===== src/rtl/lzw_compressor_12bit_macros.svh =====
// assertion helpers used by the top-level rtl
`ifndef LZW_COMPRESSOR_12BIT_MACROS_SVH
`define LZW_COMPRESSOR_12BIT_MACROS_SVH

// same-cycle implication
`define LZWC_ASSERT_IMP(lbl, clk, rst_n, ante, cons, msg) \
  lbl: assert property (@(posedge clk) disable iff (!rst_n) (ante) |-> (cons)) \
    else $error(msg);

// next-cycle implication
`define LZWC_ASSERT_NXT(lbl, clk, rst_n, ante, cons, msg) \
  lbl: assert property (@(posedge clk) disable iff (!rst_n) (ante) |=> (cons)) \
    else $error(msg);

`endif


===== src/rtl/lzwc_pkg.sv =====
`timescale 1ns / 1ps
`default_nettype none

package lzwc_pkg;

  localparam int CODE_BITS_DEF  = 12;
  localparam int HASH_SLOTS_DEF = 5021;
  localparam int HASH_MULT      = 92871;
  localparam int FIRST_CODE     = 256;

  typedef enum logic [2:0] {
    ST_CLEAR,
    ST_IDLE,
    ST_HASH,
    ST_PROBE,
    ST_EMIT,
    ST_FIN_PREFIX,
    ST_FIN_END,
    ST_FIN_ZERO
  } lzwc_state_t;

  // code request from the controller to the bit packer
  typedef struct packed {
    logic vld;
    logic fin;
  } pk_ctl_t;

endpackage

`default_nettype wire


===== src/rtl/lzwc_if.sv =====
`timescale 1ns / 1ps
`default_nettype none


interface lzwc_out_if;
  logic       valid;
  logic       ready;
  logic [7:0] out_byte;
  logic       out_last;

  modport source (output valid, output out_byte, output out_last, input ready);
  modport sink   (input valid, input out_byte, input out_last, output ready);
endinterface

`default_nettype wire


===== src/rtl/lzwc_packer.sv =====
`timescale 1ns / 1ps
`default_nettype none

// packs codes msb first into bytes, output register toward the sink
module lzwc_packer #(
  parameter int CODE_BITS = lzwc_pkg::CODE_BITS_DEF
) (
  input  logic                   clk,
  input  logic                   rst_n,
  input  lzwc_pkg::pk_ctl_t      ctl_i,
  input  logic [CODE_BITS-1:0]   code_i,
  output logic                   ready_o,
  lzwc_out_if.source             out_ch
);
  import lzwc_pkg::*;

  localparam int AW = CODE_BITS + 7;
  localparam int NW = $clog2(CODE_BITS + 8);

  logic [AW-1:0] acc_r;
  logic [NW-1:0] nbits_r;
  logic          fin_r;
  logic          ov_r;
  logic [7:0]    ob_r;
  logic          ol_r;

  logic [NW-1:0] sh;
  logic          slot_free;
  logic          emit;
  logic          take;
  logic          end_word;

  assign sh        = nbits_r - NW'(8);
  assign slot_free = !ov_r || out_ch.ready;
  assign emit      = (nbits_r >= NW'(8)) && slot_free;
  assign ready_o   = (nbits_r < NW'(8));
  assign take      = ctl_i.vld && ready_o;
  assign end_word  = fin_r && (sh < NW'(8));

  always_ff @(posedge clk) begin
    if (!rst_n) begin
      nbits_r <= '0;
      fin_r   <= 1'b0;
      ov_r    <= 1'b0;
    end else begin
      if (take) begin
        nbits_r <= nbits_r + NW'(CODE_BITS);
        fin_r   <= ctl_i.fin;
      end else if (emit) begin
        // leftover bits after the closing word are dropped
        nbits_r <= end_word ? '0 : sh;
        if (end_word) begin
          fin_r <= 1'b0;
        end
      end
      if (emit) begin
        ov_r <= 1'b1;
      end else if (out_ch.ready) begin
        ov_r <= 1'b0;
      end
    end
  end

  always_ff @(posedge clk) begin
    if (take) begin
      acc_r <= {acc_r[6:0], code_i};
    end
    if (emit) begin
      ob_r <= 8'(acc_r >> sh);
      ol_r <= end_word;
    end
  end

  assign out_ch.valid    = ov_r;
  assign out_ch.out_byte = ob_r;
  assign out_ch.out_last = ol_r;

endmodule

`default_nettype wire

===== src/flat_wrapper.sv =====
// flat-port wrapper written by rule: the top's interface ports become plain ports
module lzwc_packer_flat import lzwc_pkg::*;
#(
  parameter int CODE_BITS = lzwc_pkg::CODE_BITS_DEF
)
  (clk, rst_n, ctl_i, code_i, ready_o, out_ch_valid, out_ch_out_byte, out_ch_out_last, out_ch_ready);
  lzwc_out_if out_ch_i ();
  input  logic clk;
  input  logic rst_n;
  input  lzwc_pkg::pk_ctl_t ctl_i;
  input  logic [CODE_BITS-1:0] code_i;
  output logic ready_o;
  output wire logic [$bits(out_ch_i.valid)-1:0] out_ch_valid;
  output wire logic [$bits(out_ch_i.out_byte)-1:0] out_ch_out_byte;
  output wire logic [$bits(out_ch_i.out_last)-1:0] out_ch_out_last;
  input wire logic [$bits(out_ch_i.ready)-1:0] out_ch_ready;
  assign out_ch_valid = out_ch_i.valid;
  assign out_ch_out_byte = out_ch_i.out_byte;
  assign out_ch_out_last = out_ch_i.out_last;
  assign out_ch_i.ready = out_ch_ready;
  lzwc_packer #(.CODE_BITS(CODE_BITS)) u_core (.clk(clk), .rst_n(rst_n), .ctl_i(ctl_i), .code_i(code_i), .ready_o(ready_o), .out_ch(out_ch_i));
endmodule

===== config.mk =====
export PLATFORM = sky130hd
export DESIGN_NAME = lzwc_packer_flat
export DESIGN_NICKNAME = d
export VERILOG_FILES = /design/src/rtl/lzw_compressor_12bit_macros.svh /design/src/rtl/lzwc_pkg.sv /design/src/rtl/lzwc_if.sv /design/src/rtl/lzwc_packer.sv /design/src/flat_wrapper.sv
export SDC_FILE = /design/constraint.sdc
export NUM_CORES = 1
export LEC_CHECK = 0
export BUFFER_PORTS_ARGS = -buffer_cell sky130_fd_sc_hd__buf_4
export CAP_MARGIN = 40
export CELL_PAD_IN_SITES_DETAIL_PLACEMENT = 0
export CELL_PAD_IN_SITES_GLOBAL_PLACEMENT = 1
export CORE_UTILIZATION = 47
export CTS_BUF_LIST = sky130_fd_sc_hd__clkbuf_16
export DETAILED_ROUTE_END_ITERATION = 10
export HOLD_SLACK_MARGIN = 0.05
export PLACE_DENSITY_LB_ADDON = 0.2
export SYNTH_ARGS = -nofsm -noshare
export SYNTH_HDL_FRONTEND = slang
export SYNTH_SLANG_ARGS = --single-unit

===== constraint.sdc =====
create_clock -name clk -period 2.8 [get_ports clk]
set_input_delay 0.14 -clock clk [delete_from_list [all_inputs] [get_ports clk]]
set_output_delay 0.14 -clock clk [all_outputs]
set_load 0.02 [all_outputs]

Word level (Yosys, flattened, before mapping)
Cells that the tools add are included.
Operators by class
  add/subtract/negate cells: 2
  magnitude comparators: 3
  shift operators: 1
  muxes and demuxes: 8
  reduce and logical (&&, ||, !) cells: 9
Operators with widths (count)
  $shr 19x5->8: 1
  $mux 5: 3
  $lt 5x4->1 const B: 2
  $reduce_bool 2->1: 3
  $add 5x4->5 const B: 1
  $ge 5x4->1 const B: 1
  $mux 1: 5
  $sub 5x4->5 const B: 1
  $logic_and 1x1->1: 3
  $reduce_and 2->1: 1
  $logic_not 1->1: 1
  $logic_or 1x1->1: 1
Word-level totals
  flip-flop bits (word level): 35
  bits of input ports: 17
  output and inout bits: 11
  logic and storage cells: 29

Depth between registers and ports, before layout
  depth after elaboration: 6
  mapped depth: 8
  depth with buffers taken out: 7

Worst setup path after synthesis
Ideal clock, no wire load.
  path kind: register -> register
  from: register u_core.nbits_r[3]
  to: register u_core.nbits_r[4]
  setup time: 120 ps
  arrival: 1912 ps
  data required time: 2680 ps
  setup slack: 768 ps
  stages on the path, launching flop included: 8
  path buffers: 1
  clock period less this slack: 2032 ps
  cell sequence: dfxtp_1 -> buf_2 -> inv_1 -> ha_1 -> nand2_1 -> inv_1 -> nor4_1 -> o31a_1
Between the ends
  elaborated cells on any way between the ends: 12
  classes of those cells: 2 x add/sub; 3 x order compare; 3 x mux; 4 x reduce/logical
RTL lines
  start: declaration: RTL line lzwc_packer.sv:21  | logic [NW-1:0] nbits_r;
  start signal: assignment: RTL line lzwc_packer.sv:47  | nbits_r <= nbits_r + NW'(CODE_BITS);
  start signal: assignment: RTL line lzwc_packer.sv:51  | nbits_r <= end_word ? '0 : sh;
  $lt 5x4->1 *: RTL line lzwc_packer.sv:36  | assign ready_o = (nbits_r < NW'(8));
  net ready_o: RTL line flat_wrapper.sv:12  | output logic ready_o;
  $logic_and 1x1->1 *: RTL line lzwc_packer.sv:37  | assign take = ctl_i.vld && ready_o;
  $mux 5 / $reduce_bool 2->1 (equally long branches)
Mark *: on every way through the listed nets, which the timed path passes. The rest lies on a longest branch. The select of a mux whose other input is x is not followed.
A chain may end at the register's enable or synchronous reset.

Worst setup path in the final report
  from: register u_core.nbits_r[3]
  to: register u_core.nbits_r[4]
Between the ends
  elaborated cells on any way between the ends: 12
  classes of those cells: 2 x add/sub; 3 x order compare; 3 x mux; 4 x reduce/logical
RTL lines
  $ge 5x4->1: RTL line lzwc_packer.sv:35  | assign emit = (nbits_r >= NW'(8)) && slot_free;
  $logic_and 1x1->1: RTL line lzwc_packer.sv:35
  net u_core.emit: RTL line lzwc_packer.sv:29  | logic emit;
  $reduce_bool 2->1 (no source line)
The timed path passes the listed nets, and every way through them passes these cells. The select of a mux whose other input is x is not followed.

==> results.py <==
metrics = {
    "status": {
        "status": "complete, no violations",
    },
    "clocking": {
        "cts_made_buffers": 5,
        "clk_path_buf_depth": 2,
        "cts_tree": "yes",
        "htreeDepth": 2,
        "clkSinkCount": 33,
        "path_clk_slew_ps": 50,
        "cts_setup_buffers": 0,
        "cts_resized": 0,
        "insertion_delay_ps": 270,
        "clockRootBuffer": "clkbuf_16",
    },
    "sta": {
        "finClkSkew_ps": 3.04,
        "whs_ps": 96.0,
        "fmax_mhz": 451,
        "hold_violations": 0,
        "fin_crit_sh": 0.792,
        "fin_crit_ps": 2220,
        "worst_pin_slew_ps": 573,
        "slew_headroom": 0.617,
        "drv_slew": 0,
        "layout_setup_ws_ps": 583,
        "rsz0062_at_grt": "false",
        "setup_viol": 0,
        "fin_setup_tns_ps": 0,
    },
    "detailed_routing": {
        "antenna_left": 0,
        "viasPerCell": 5.18,
        "vias": 880,
        "finalWirelength_mm": 2.24,
        "drt_pass1_iterations": 4,
        "dr.first_iter.drc_count": 18,
        "drc": 0,
        "wl_per_cell_um": 13.2,
    },
    "power_and_ir_drop": {
        "cellPowerDensity_nw_per_um2": 1090,
        "power_mw": 2.05,
        "ir_drop_mv": 0.807,
        "p_leak_nw": 0.751,
    },
    "min_path": {
        "hp-class": "input pin to register",
        "worstHoldStart": "ctl_i[0]",
        "hold_path_depth": 2,
        "min_to": "u_core.fin_r",
    },
    "worst_setup_path": {
        "reg2reg_to": "u_core.nbits_r[4]",
        "crit_chain": "inv_1 -> ha_1 -> a21o_1 -> inv_1 -> a21oi_1 -> o31a_1",
        "cp_max_fo": 13,
        "slowest_stage": "dfxtp_1",
        "crit_buf_inv": 2,
        "worstPathArrival_ps": 2380,
        "cp.required_ps": 2960,
        "path_common_cell": "inv_1",
        "path_class": "register to register",
        "slowest_delay_ps": 680,
        "reg2reg_from": "u_core.nbits_r[3]",
        "r2r_cells": 6,
        "cp-start-kind": "register",
        "r2r_slack_ps": 580,
        "worst_setup_path_end_kind": "register",
        "path_delay_family": "flip-flops",
    },
    "floorplanning": {
        "fp.dieW_um": 56.5,
        "coreArea_um2": 2780,
        "dieArea_um2": 3190,
        "initial_core_util": 0.502,
        "num_io_pins": 28,
        "fp.dieH_um": 56.5,
        "rows": 19,
    },
    "layout": {
        "drive_above_1_share": 0.295,
        "ff_latch_area_um2": 941,
        "fin_cells": 170,
        "fillers": 193,
        "area_growth_pct": 35.2,
        "antenna_cells": 0,
        "fin_nets": 158,
        "multi_input_area_um2": 423,
    },
    "grt": {
        "grt_pass1_vias": 862,
        "grt_max_degree": 15,
        "antenna_found_initial": 0,
        "grt_overflow": 0,
        "grt_usage": 0.160,
        "grt_pass1_wl_mm": 3.69,
    },
    "placement": {
        "place.gp.congestion": 0.872,
        "dp.cells": 150,
        "dpl.hpwl_mm": 1.53,
        "dpl_worst_slack_ps": 597,
        "io_buffers": 27,
    },
    "job": {
        "maxCapViolCount": 0,
    },
    "synthesis": {
        "synth-seq-cells": 33,
        "seq_area_frac_synth": 0.674,
        "yosys_warnings": 0,
        "syn_inst": 94,
        "synth.avg_cell_area_um2": 14.9,
        "syn_nets": 114,
        "synth_cell_types": 26,
        "synth.cell_area_um2": 1400,
    },
}
==> synth_stat cells (all sizes together) <==
cell	n	area (um2)
o31a	1	8.76
nand3	2	10.0
o21ai	5	25.0
clkbuf	1	3.75
edfxtp	28	841
ha	3	37.5
buf	2	10.0
inv	5	18.8
nor4	1	6.26
dfxtp	5	100
or3	1	6.26
a31oi	1	6.26
a211oi	1	7.51
mux2i	2	20.0
and2	5	31.3
o21a	2	15.0
nor2b	1	6.26
nor2	2	7.51
a21o	1	7.51
a31o	1	8.76
nor3	1	5.00
nand2	13	48.8
nand2b	1	13.8
and3	1	6.26
mux4	6	135
a21oi	2	10.0
==> power by group <==
group | switching (mW) | internal, mW | leakage (nW) | total (mW)
logic | 0.371 | 0.325 | 0.361 | 0.697
registers | 0.103 | 0.766 | 0.312 | 0.869
clock network | 0.171 | 0.318 | 0.0776 | 0.489
total | 0.646 | 1.41 | 0.751 | 2.05
==> sequential cells by signal (all words and copies together), names as in the netlist <==
| name | count |
|---|---|
| u_core.out_ch.valid | 1 |
| u_core.nbits_r | 3 |
| u_core.acc_r | 19 |
| u_core.out_ch.out_last | 1 |
| u_core.fin_r | 1 |
| u_core.out_ch.out_byte | 8 |
==> logic make-up after synthesis <==
logic type,synth area share
adder cells (fa/ha/maj),0.0269
multiplexers,0.111
buffers and inverters,0.0233
flip-flops,0.674
AND/OR/NAND/NOR,0.101
AO/OA/AOI/OAI,0.0636
==> placed cells by master (no fill, tap or decap), types with 2 or more instances in the layout <==
cell type      instances
nor2_1                 2
o21ai_0                5
mux2i_1                2
dfxtp_1                5
nand3_1                2
buf_4                 28
dlygate4sd3_1         12
o21a_1                 2
nand2_1               13
clkbuf_16              5
a21oi_1                2
inv_1                  8
edfxtp_1              28
ha_1                   3
and2_1                 5
mux4_2                 6
==> worst max path at each step <==
| stage | startpoint | end | slack (ps) | cells after the start |
|---|---|---|---|---|
| final | u_core.nbits_r[3] | u_core.nbits_r[4] | 580 | 6 |
| after global routing | u_core.nbits_r[3] | u_core.nbits_r[4] | 400 | 6 |
| after CTS | u_core.nbits_r[3] | u_core.nbits_r[4] | 580 | 6 |
| after detailed placement | u_core.nbits_r[3] | u_core.nbits_r[4] | 600 | 6 |
| after global placement | u_core.nbits_r[3] | u_core.nbits_r[4] | 670 | 6 |
| after floorplan | u_core.nbits_r[3] | u_core.nbits_r[4] | 770 | 7 |
==> routing by layer <==
metal,up-vias,part of all wire,GRT usage
li1,442,-,-
met1,404,0.45,0.195
met5,-,0,0
met3,5,0.047,0.0438
met4,0,0.029,0.122
met2,29,0.47,0.240
==> per-stage QoR <==
step,util,instance area (um2)
6_report,0.679,1890
5_1_grt,0.679,1890
4_1_cts,0.679,1890
3_5_place_dp,0.587,1630
3_3_place_gp,0.587,1630
2_1_floorplan,-,1400
==> worst reg2reg max path, cell delays in order (launching register included) <==
cell and delay (ps):
dfxtp_1 680, inv_1 170, ha_1 280, a21o_1 200, inv_1 340, a21oi_1 140
o31a_1 310
==> final cells by class <==
type | instances | area share
Clock buffer | 5 | 0.0663
Multi-Input combinational cell | 53 | 0.224
Inverter | 5 | 0.00994
Tap cell | 31 | 0.0205
Clock inverter | 3 | 0.00596
Timing Repair Buffer | 40 | 0.175
Sequential cell | 33 | 0.498
==> timing repair <==
item / 4_1_cts / 5_1_grt
setup endpoints to repair: 0 / 0
hold buffers: 12 / 0
hold endpoints to repair: 12 / 0
(Power assumes the default switching activity.)
