`src/rtl/lzw_compressor_12bit_macros.svh`:
```
// assertion helpers used by the top-level rtl
`ifndef LZW_COMPRESSOR_12BIT_MACROS_SVH
`define LZW_COMPRESSOR_12BIT_MACROS_SVH

// same-cycle implication
`define LZWC_ASSERT_IMP(lbl, clk, rst_n, ante, cons, msg) \
  lbl: assert property (@(posedge clk) disable iff (!rst_n) (ante) |-> (cons)) \
    else $error(msg);

// next-cycle implication
`define LZWC_ASSERT_NXT(lbl, clk, rst_n, ante, cons, msg) \
  lbl: assert property (@(posedge clk) disable iff (!rst_n) (ante) |=> (cons)) \
    else $error(msg);

`endif

```
`src/rtl/lzwc_pkg.sv`:
```
`timescale 1ns / 1ps
`default_nettype none

package lzwc_pkg;

  localparam int CODE_BITS_DEF  = 12;
  localparam int HASH_SLOTS_DEF = 5021;
  localparam int HASH_MULT      = 92871;
  localparam int FIRST_CODE     = 256;

  typedef enum logic [2:0] {
    ST_CLEAR,
    ST_IDLE,
    ST_HASH,
    ST_PROBE,
    ST_EMIT,
    ST_FIN_PREFIX,
    ST_FIN_END,
    ST_FIN_ZERO
  } lzwc_state_t;

  // code request from the controller to the bit packer
  typedef struct packed {
    logic vld;
    logic fin;
  } pk_ctl_t;

endpackage

`default_nettype wire

```
`src/rtl/lzwc_hash.sv`:
```
`timescale 1ns / 1ps
`default_nettype none

// start slot (prefix*mult + byte) mod slots: product, reciprocal quotient, remainder
module lzwc_hash #(
  parameter int CODE_BITS  = lzwc_pkg::CODE_BITS_DEF,
  parameter int HASH_SLOTS = lzwc_pkg::HASH_SLOTS_DEF
) (
  input  logic                          clk,
  input  logic                          rst_n,
  input  logic                          start_i,
  input  logic [CODE_BITS-1:0]          prefix_i,
  input  logic [7:0]                    byte_i,
  output logic                          done_o,
  output logic [$clog2(HASH_SLOTS)-1:0] label_o
);
  import lzwc_pkg::*;

  localparam int     HW    = $clog2(HASH_SLOTS);
  localparam int     XW    = CODE_BITS + HW + 1;
  localparam int     KM    = HASH_MULT % HASH_SLOTS;
  localparam longint RECIP = (longint'(1) << XW) / longint'(HASH_SLOTS);
  localparam int     RW    = $clog2(RECIP + 1);
  localparam int     QW    = XW - HW + 1;
  localparam int     PW    = XW + RW;

  logic          v1_r;
  logic          v2_r;
  logic          v3_r;
  logic [XW-1:0] x_r;
  logic [QW-1:0] q_r;
  logic [HW:0]   rem_r;

  logic [PW-1:0] q_prod;
  logic [HW:0]   rem_fix;

  // quotient estimate is at most one short, so one subtract finishes
  assign q_prod  = PW'(x_r) * PW'(RECIP);
  assign rem_fix = (rem_r >= (HW+1)'(HASH_SLOTS)) ? rem_r - (HW+1)'(HASH_SLOTS) : rem_r;

  always_ff @(posedge clk) begin
    if (!rst_n) begin
      v1_r <= 1'b0;
      v2_r <= 1'b0;
      v3_r <= 1'b0;
    end else begin
      v1_r <= start_i;
      v2_r <= v1_r;
      v3_r <= v2_r;
    end
  end

  always_ff @(posedge clk) begin
    if (start_i) begin
      x_r <= XW'(prefix_i) * XW'(KM) + XW'(byte_i);
    end
    if (v1_r) begin
      q_r <= QW'(q_prod >> XW);
    end
    if (v2_r) begin
      rem_r <= (HW+1)'(x_r - XW'(q_r) * XW'(HASH_SLOTS));
    end
  end

  assign done_o  = v3_r;
  assign label_o = rem_fix[HW-1:0];

endmodule

`default_nettype wire

```
`config.mk`:
```
export PLATFORM = sky130hd
export DESIGN_NAME = lzwc_hash
export DESIGN_NICKNAME = d
export VERILOG_FILES = /design/src/rtl/lzw_compressor_12bit_macros.svh /design/src/rtl/lzwc_pkg.sv /design/src/rtl/lzwc_hash.sv
export SDC_FILE = /design/constraint.sdc
export NUM_CORES = 1
export LEC_CHECK = 0
export BUFFER_PORTS_ARGS = -buffer_cell sky130_fd_sc_hd__buf_2
export CAP_MARGIN = 10
export CORE_MARGIN = 5
export CORE_UTILIZATION = 66
export CTS_BUF_LIST = sky130_fd_sc_hd__clkbuf_8
export CTS_CLUSTER_DIAMETER = 100
export DETAILED_ROUTE_END_ITERATION = 8
export GPL_TIMING_DRIVEN = 0
export PLACE_DENSITY = 0.9
export SLEW_MARGIN = 25
export SYNTH_ARGS = -nofsm -noshare
export SYNTH_HDL_FRONTEND = slang
export SYNTH_SLANG_ARGS = --single-unit
```
`constraint.sdc`:
```
create_clock -name clk -period 14.8 [get_ports clk]
set_input_delay 2.96 -clock clk [delete_from_list [all_inputs] [get_ports clk]]
set_output_delay 2.96 -clock clk [all_outputs]
set_load 0.02 [all_outputs]
```
Word level (Yosys, flattened, before mapping)
Cells that the tools add are included.
- bits in latches: 0
- memories kept: 0
- word-level logic and storage cells: 14
- bits in read-only memories: 0
- bits in registers: 56
- RAM bits: 0
- output and inout bits: 14
- bitwise gates (word level): 0
- add/subtract/negate cells: 3
- div/mod/pow operators: 0
- multiply operators: 3
- muxes and demuxes: 1
- equality and inequality tests: 0
- shift-type cells: 0
- reduce and logical (&&, ||, !) cells: 0
- $lt $le $gt $ge: 1
- operators with widths (kind ; count):
    multiplier 25 x 14 -> 39 bit, second input constant ; 1
    adder 24 x 8 -> 25 bit ; 1
    multiplier 12 x 12 -> 24 bit, second input constant ; 1
    >= comparator 14 x 13 -> 1 bit, second input constant ; 1
    multiplier 14 x 13 -> 14 bit, second input constant ; 1
    subtractor 14 bit ; 1
    two-way mux 13 bit ; 1
    subtractor 13 bit, second input constant ; 1

Depth between registers and ports, before layout
Gate-level depths: netlist of the first run.
- depth in word-level cells: 2
- mapped depth: 22

Worst setup path after synthesis of the first run
OpenSTA, ideal clock, no wires.
- path kind: input port to flip-flop
- from: input port prefix_i[5]
- to: register x_r[23] (data pin)
- path slack: 7.412 ns
- library setup time: 0.262 ns
- arrival time: 7.126 ns
- stages on the path: 17
- cell sequence: fa_1 -> inv_1 -> fa_1 -> fa_1 -> inv_1 -> fa_1 -> fa_1 -> ha_1 -> a21oi_1 -> inv_1 -> a2111oi_0 -> o21ai_1 -> nand3_1 -> a41oi_1 -> o21ai_1 -> a21boi_1 -> xor2_1
- word-level cells in the longest chain between the ends: 2
- RTL lines (element ; line ; RTL):
    start: declaration ; lzwc_hash.sv:12 ; input logic [CODE_BITS-1:0] prefix_i,
    multiplier 12 x 12 -> 24 bit ; lzwc_hash.sv:55 ; x_r <= XW'(prefix_i) * XW'(KM) + XW'(byte_i);
    adder 24 x 8 -> 25 bit ; lzwc_hash.sv:55 ;
    end signal: assignment ; lzwc_hash.sv:55 ;
    end: declaration ; lzwc_hash.sv:30 ; logic [XW-1:0] x_r;
Every way passes these cells.
A chain may end at the register's enable or synchronous reset.

Final worst setup path of the first run
- from: input port prefix_i[5]
- to: register x_r[19] (data pin)
The elaborated chain is that of the path after synthesis.

==> out/qor.yml, run 1 <==
placement:
  gp_congestion: 0.839
  dp_hpwl_um: 21500
  dp_slack_ns: 6.86
  placed_area_mm2: 0.0137
  io_buffers: 36
synth:
  synth_area_mm2: 0.0132
  synthAdderAreaFrac_pct: 60.4
  yosysUniqueCellTypes: 57
  synthMuxAreaShare_pct: 0.180
  synthTopCellsByArea: "ha_1 (31%), fa_1 (30%), edfxtp_1 (12%)"
  seq_area_frac_synth_pct: 12.3
  ys.flop_type: "edfxtp_1"
  ys_ff_latch: 55
  synth_top_family_by_area: "adder cells"
  yosysWarnings: 0
  synth_top_area_share_pct: 30.7
  yosysTopAreaCell: "ha_1"
  synth-compound-area-share_pct: 6.89
  synthesis.instances: 1286
  synth-simple-area-share_pct: 4.39
  synth_edf_count: 52
  synthArstFlopShare_pct: 0
  synth_nets: 1830
  synth.avg_cell_area_um2: 10.3
  synth_xor_area_share_pct: 4.77
clock_network:
  root_buffer: "clkbuf_8"
  cts_num_sinks: 55
  cts_resized: 0
  insertion_delay_ns: 0.34
  htreeDepth: 2
  cts_tree: "yes"
  clockBufferDepth: 2
  cts_made_buffers: 5
  hold_buffers: 0
  post_cts_buffers: 0
  path_clk_slew_ns: 0.11
timing:
  setup_viol: 0
  drv_slew: 0
  rsz0062_at_grt: "false"
  finalCritPeriodShare_pct: 51.5
  post-route-worst-setup-slack_ns: 7.17
  hold_viol_final: 0
  slew_headroom_pct: 53.4
  worst_pin_slew_ns: 0.699
  max_freq_mhz: 131
  period_needed_ns: 7.63
  tns_ns: 0
  clock_skew_ns: 0.0104
setup_path:
  worst-path-max-fanout: 8
  crit_required_ns: 14.89
  critPathKind: "input port to flip-flop"
  cp_cell_sequence: "buf_2 -> fa_1 -> inv_1 -> fa_1 -> fa_1 -> inv_1 -> fa_1 -> fa_1 -> ha_1 -> a21oi_1 -> inv_1 -> a2111oi_0 -> o21ai_1 -> a31oi_1 -> o21ai_0 -> a211oi_1 -> nor2_1"
  cp_common_cell: "fa_1"
  endpoint_kind: "flip-flop"
  critPathBufInv: 4
  critPathSlowestCell: "fa_1"
  cpPeakStageDelay_ns: 0.55
  path_delay_family: "adder cells"
  worstPathArrival_ns: 7.72
  start_kind: "input port"
run:
  max_cap_violations: 0
global_routing:
  grt_pass1_vias: 9626
  grt_max_degree: 27
  track_usage_pct: 23.3
  grt_overflow_total: 0
  antenna_found_initial: 0
  grt_pass1_wl_um: 43100
run_status:
  status: "finished clean"
layout:
  stdcell_area_mm2: 0.0138
  final_common_cell: "inv_1"
  antennaDiodeCount: 0
  nNetsFinal: 1873
  final_cell_mix: "inv_1 (386), ha_1 (325), fa_1 (196)"
  drive_above_1_share_pct: 4.66
  area_growth_pct: 4.62
hold_path:
  hp-class: "flip-flop to flip-flop"
drt:
  dr.pass1.iters: 4
  via_per_inst: 5.41
  vias: 8626
  wl_per_cell_um: 15.3
  final_antenna_net_count: 0
  dr.first_iter.drc_count: 267
  routed_wl_um: 24300
  drc: 0
floorplan:
  die_x_um: 152
  core_area_mm2: 0.0196
  dieArea_mm2: 0.0230
  start_util_pct: 67.5
  num_io_pins: 37
  die_y_um: 152
  rows: 51
path summary, 6_finish.rpt:
path          startpoint  slack (ns)      end  depth (start not counted)
min reg2reg         v1_r        0.74   q_r[3]                          0
max reg2reg      x_r[12]        8.74  q_r[12]                         20
max          prefix_i[5]        7.17  x_r[19]                         17
min                 v1_r        0.74   q_r[3]                          0
through the flow:
stage	instances	hold WS (ns)	utilization, %
final	1595	0.738	70.7
after CTS	1595	0.741	70.7
after floorplan	1286	0.644	-
after global placement	1587	0.712	70.1
after global routing	1595	0.766	70.7
after detailed placement	1587	0.718	70.1
sequential cells by signal, indices dropped and copies added, names as in the netlist:
name and cells:
x_r 25, rem_r 14, q_r 13, done_o 1
v1_r 1, v2_r 1
per-layer routing:
layer	share of wire (%)	global-route usage (%)	vias up
met5	0	0	-
met4	2.7	7.01	0
met3	2.9	2.38	49
met2	54	45.3	145
met1	40	27.0	4259
li1	-	-	4173
kinds of logic (layout without fill, tap and decap cells):
family                   count (synthesis)  in the layout
flip-flops                              55             55
XOR/XNOR                                72             72
AO/OA/AOI/OAI                          129            129
multiplexers                             2              2
buffers and inverters                  390            434
adder cells (fa/ha/maj)                521            521
AND/OR/NAND/NOR                        117            117
cell type report:
cell class                 count  area, um2
multi-input combinational    841      10100
fill                        1326       5750
sequential                    55       1620
inverter                     386       1450
tap                          265        332
timing repair buffer          36        180
clock buffer                   6       82.6
buffer                         4       22.5
clock inverter                 2       16.3
synthesized netlist by cell type (3+ instances only):
library cell	count
o21ai_0	20
nand2_1	29
inv_1	386
a31oi_1	3
xnor2_1	55
o211ai_1	4
nor2b_1	4
xor2_1	17
nand2b_1	4
ha_1	325
a21o_1	22
fa_1	196
and3_1	8
o21ai_1	6
and2_1	4
a21oi_1	36
a21boi_1	3
edfxtp_1	52
nor3_1	12
nor2_1	28
nand3_1	14
dfxtp_1	3
o21a_1	5
nand4_1	6
a211oi_1	5
Power of run 1 is not shown: default switching activity piles up to over one toggle a cycle in this logic, so the estimate is an artifact.
==> run 2, diff against run 1 <==
--- a/config.mk
+++ b/config.mk
@@ -8,12 +8,12 @@
 export BUFFER_PORTS_ARGS = -buffer_cell sky130_fd_sc_hd__buf_2
 export CAP_MARGIN = 10
 export CORE_MARGIN = 5
-export CORE_UTILIZATION = 66
+export CORE_UTILIZATION = 60
 export CTS_BUF_LIST = sky130_fd_sc_hd__clkbuf_8
 export CTS_CLUSTER_DIAMETER = 100
 export DETAILED_ROUTE_END_ITERATION = 8
 export GPL_TIMING_DRIVEN = 0
-export PLACE_DENSITY = 0.9
+export PLACE_DENSITY = 0.86
 export SLEW_MARGIN = 25
 export SYNTH_ARGS = -nofsm -noshare
 export SYNTH_HDL_FRONTEND = slang
==> constraint.sdc (replaced) <==
create_clock -name clk -period 6.6 [get_ports clk]
set_input_delay 1.32 -clock clk [delete_from_list [all_inputs] [get_ports clk]]
set_output_delay 1.32 -clock clk [all_outputs]
set_load 0.02 [all_outputs]
==> run 2 against run 1 <==
  * Setup slack worse by 6.7 ns
  * First-iteration DRC count grew 10%
  * Count of clock-buffer cells in the layout down 1
  * Core utilization fell by 7.0 points
  * Via count is essentially flat
  * Global-route usage down 2.4 points
  * Critical path type is now flip-flop to flip-flop
  * Highest routed layer unchanged
==> out/qor.yml, run 2 (same netlist as run 1, synthesis figures left out) <==
layout:
  nNetsFinal: 1873
  largest_reg_flops: 25
  final_cell_mix: "inv_1 (388), ha_1 (325), fa_1 (196)"
  top_register: "x_r"
  final_cell_count_no_fill: 1610
  antennaDiodeCount: 0
  final_common_cell: "inv_1"
  area_growth_pct: 4.65
  drive_above_1_share_pct: 4.51
  top_regs: "x_r x25, rem_r x14, q_r x13"
clock_network:
  cts_resized: 0
  cts_made_buffers: 5
  path_clk_slew_ns: 0.12
  root_buffer: "clkbuf_8"
  post_cts_buffers: 0
  cts_num_sinks: 55
  hold_buffers: 0
  cts_tree: "yes"
  htreeDepth: 2
  insertion_delay_ns: 0.35
  clockBufferDepth: 2
hold_path:
  hp-class: "flip-flop to flip-flop"
setup_path:
  worst-path-max-fanout: 8
  crit_required_ns: 6.70
  startpoint: "x_r[6]"
  worstPathArrival_ns: 6.22
  start_kind: "flip-flop"
  rr_startpoint: "x_r[6]"
  crit_path_end: "q_r[12]"
  endpoint_kind: "flip-flop"
  r2r-end: "q_r[12]"
  r2r_slack_ns: 0.48
  critPathKind: "flip-flop to flip-flop"
  reg2reg_depth: 20
drt:
  vias: 8628
  final_antenna_net_count: 0
  dr.pass1.iters: 5
  dr.first_iter.drc_count: 295
  routed_wl_um: 24000
  wl_per_cell_um: 14.9
  via_per_inst: 5.36
  drc: 0
global_routing:
  track_usage_pct: 21.0
  grt_max_degree: 27
  grt_overflow_total: 0
  grt_pass1_vias: 9576
  grt_pass1_wl_um: 42800
  antenna_found_initial: 0
floorplan:
  rows: 54
  die_x_um: 158
  dieArea_mm2: 0.0251
  start_util_pct: 60.8
  die_y_um: 158
  num_io_pins: 37
  core_area_mm2: 0.0218
timing:
  rsz0062_at_grt: "false"
  tns_ns: 0
  period_needed_ns: 6.12
  post-route-worst-setup-slack_ns: 0.477
  holdWs_ns: 0.723
  clock_skew_ns: 0.0116
  hold_viol_final: 0
  max_freq_mhz: 163
  worst_pin_slew_ns: 0.704
  slew_headroom_pct: 53.1
  drv_slew: 0
  setup_viol: 0
  finalCritPeriodShare_pct: 92.8
run_status:
  status: "finished clean"
placement:
  gp_congestion: 0.861
  dp_slack_ns: 0.192
  dp_cells: 1602
  io_buffers: 36
  dp_hpwl_um: 21300
run:
  max_cap_violations: 0
## run 2: cell count changes in the layout (fill, tap and decap cells not counted), sizes merged
cell      before  now
clkbuf         8    7
clkinv         1    0
clkinvlp       1    0
inv          386  389
## run 2: worst max-delay path: stages (launching register included)
cell       delay, ns
edfxtp_1        0.70
ha_1            0.35
fa_1            0.46
fa_1            0.49
inv_1           0.06
fa_1            0.51
inv_1           0.07
fa_1            0.52
inv_1           0.05
fa_1            0.50
inv_1           0.04
ha_1            0.36
a21oi_1         0.17
a21oi_1         0.15
a2111oi_4       0.35
nand3_2         0.18
o21ai_2         0.20
a21boi_2        0.09
o41a_1          0.36
a21oi_2         0.17
xnor2_1         0.08
## run 2: worst min-delay path by stage
stage,cells past startpoint,startpoint,to,slack [ns]
floorplan,0,v1_r,q_r[0],0.64
global placement,0,v1_r,q_r[1],0.71
detailed placement,0,v1_r,q_r[1],0.72
CTS,0,v1_r,q_r[2],0.73
global route,0,v1_r,q_r[2],0.75
finish,0,v1_r,q_r[2],0.72
## run 2: cell type report
class / instances / area (um2)
multi-input combinational: 841 / 10100
fill: 1629 / 7910
sequential: 55 / 1620
inverter: 386 / 1450
tap: 280 / 350
timing repair buffer: 36 / 180
clock buffer: 5 / 68.8
buffer: 4 / 22.5
clock inverter: 3 / 16.3
## run 2: per-layer routing
metal	global-route usage, %	wire length [um]
met1	24.9	9590
met2	40.6	13200
met3	1.98	741
met4	5.20	478
met5	0	0
## run 2: metrics by stage
step                utilization, %  cell area [um2]
finish                        63.6            13800
global route                  63.6            13800
floorplan                        -            13200
CTS                           63.6            13800
global placement              63.3            13800
detailed placement            63.3            13800
Power of run 2 is left out for the same reason.
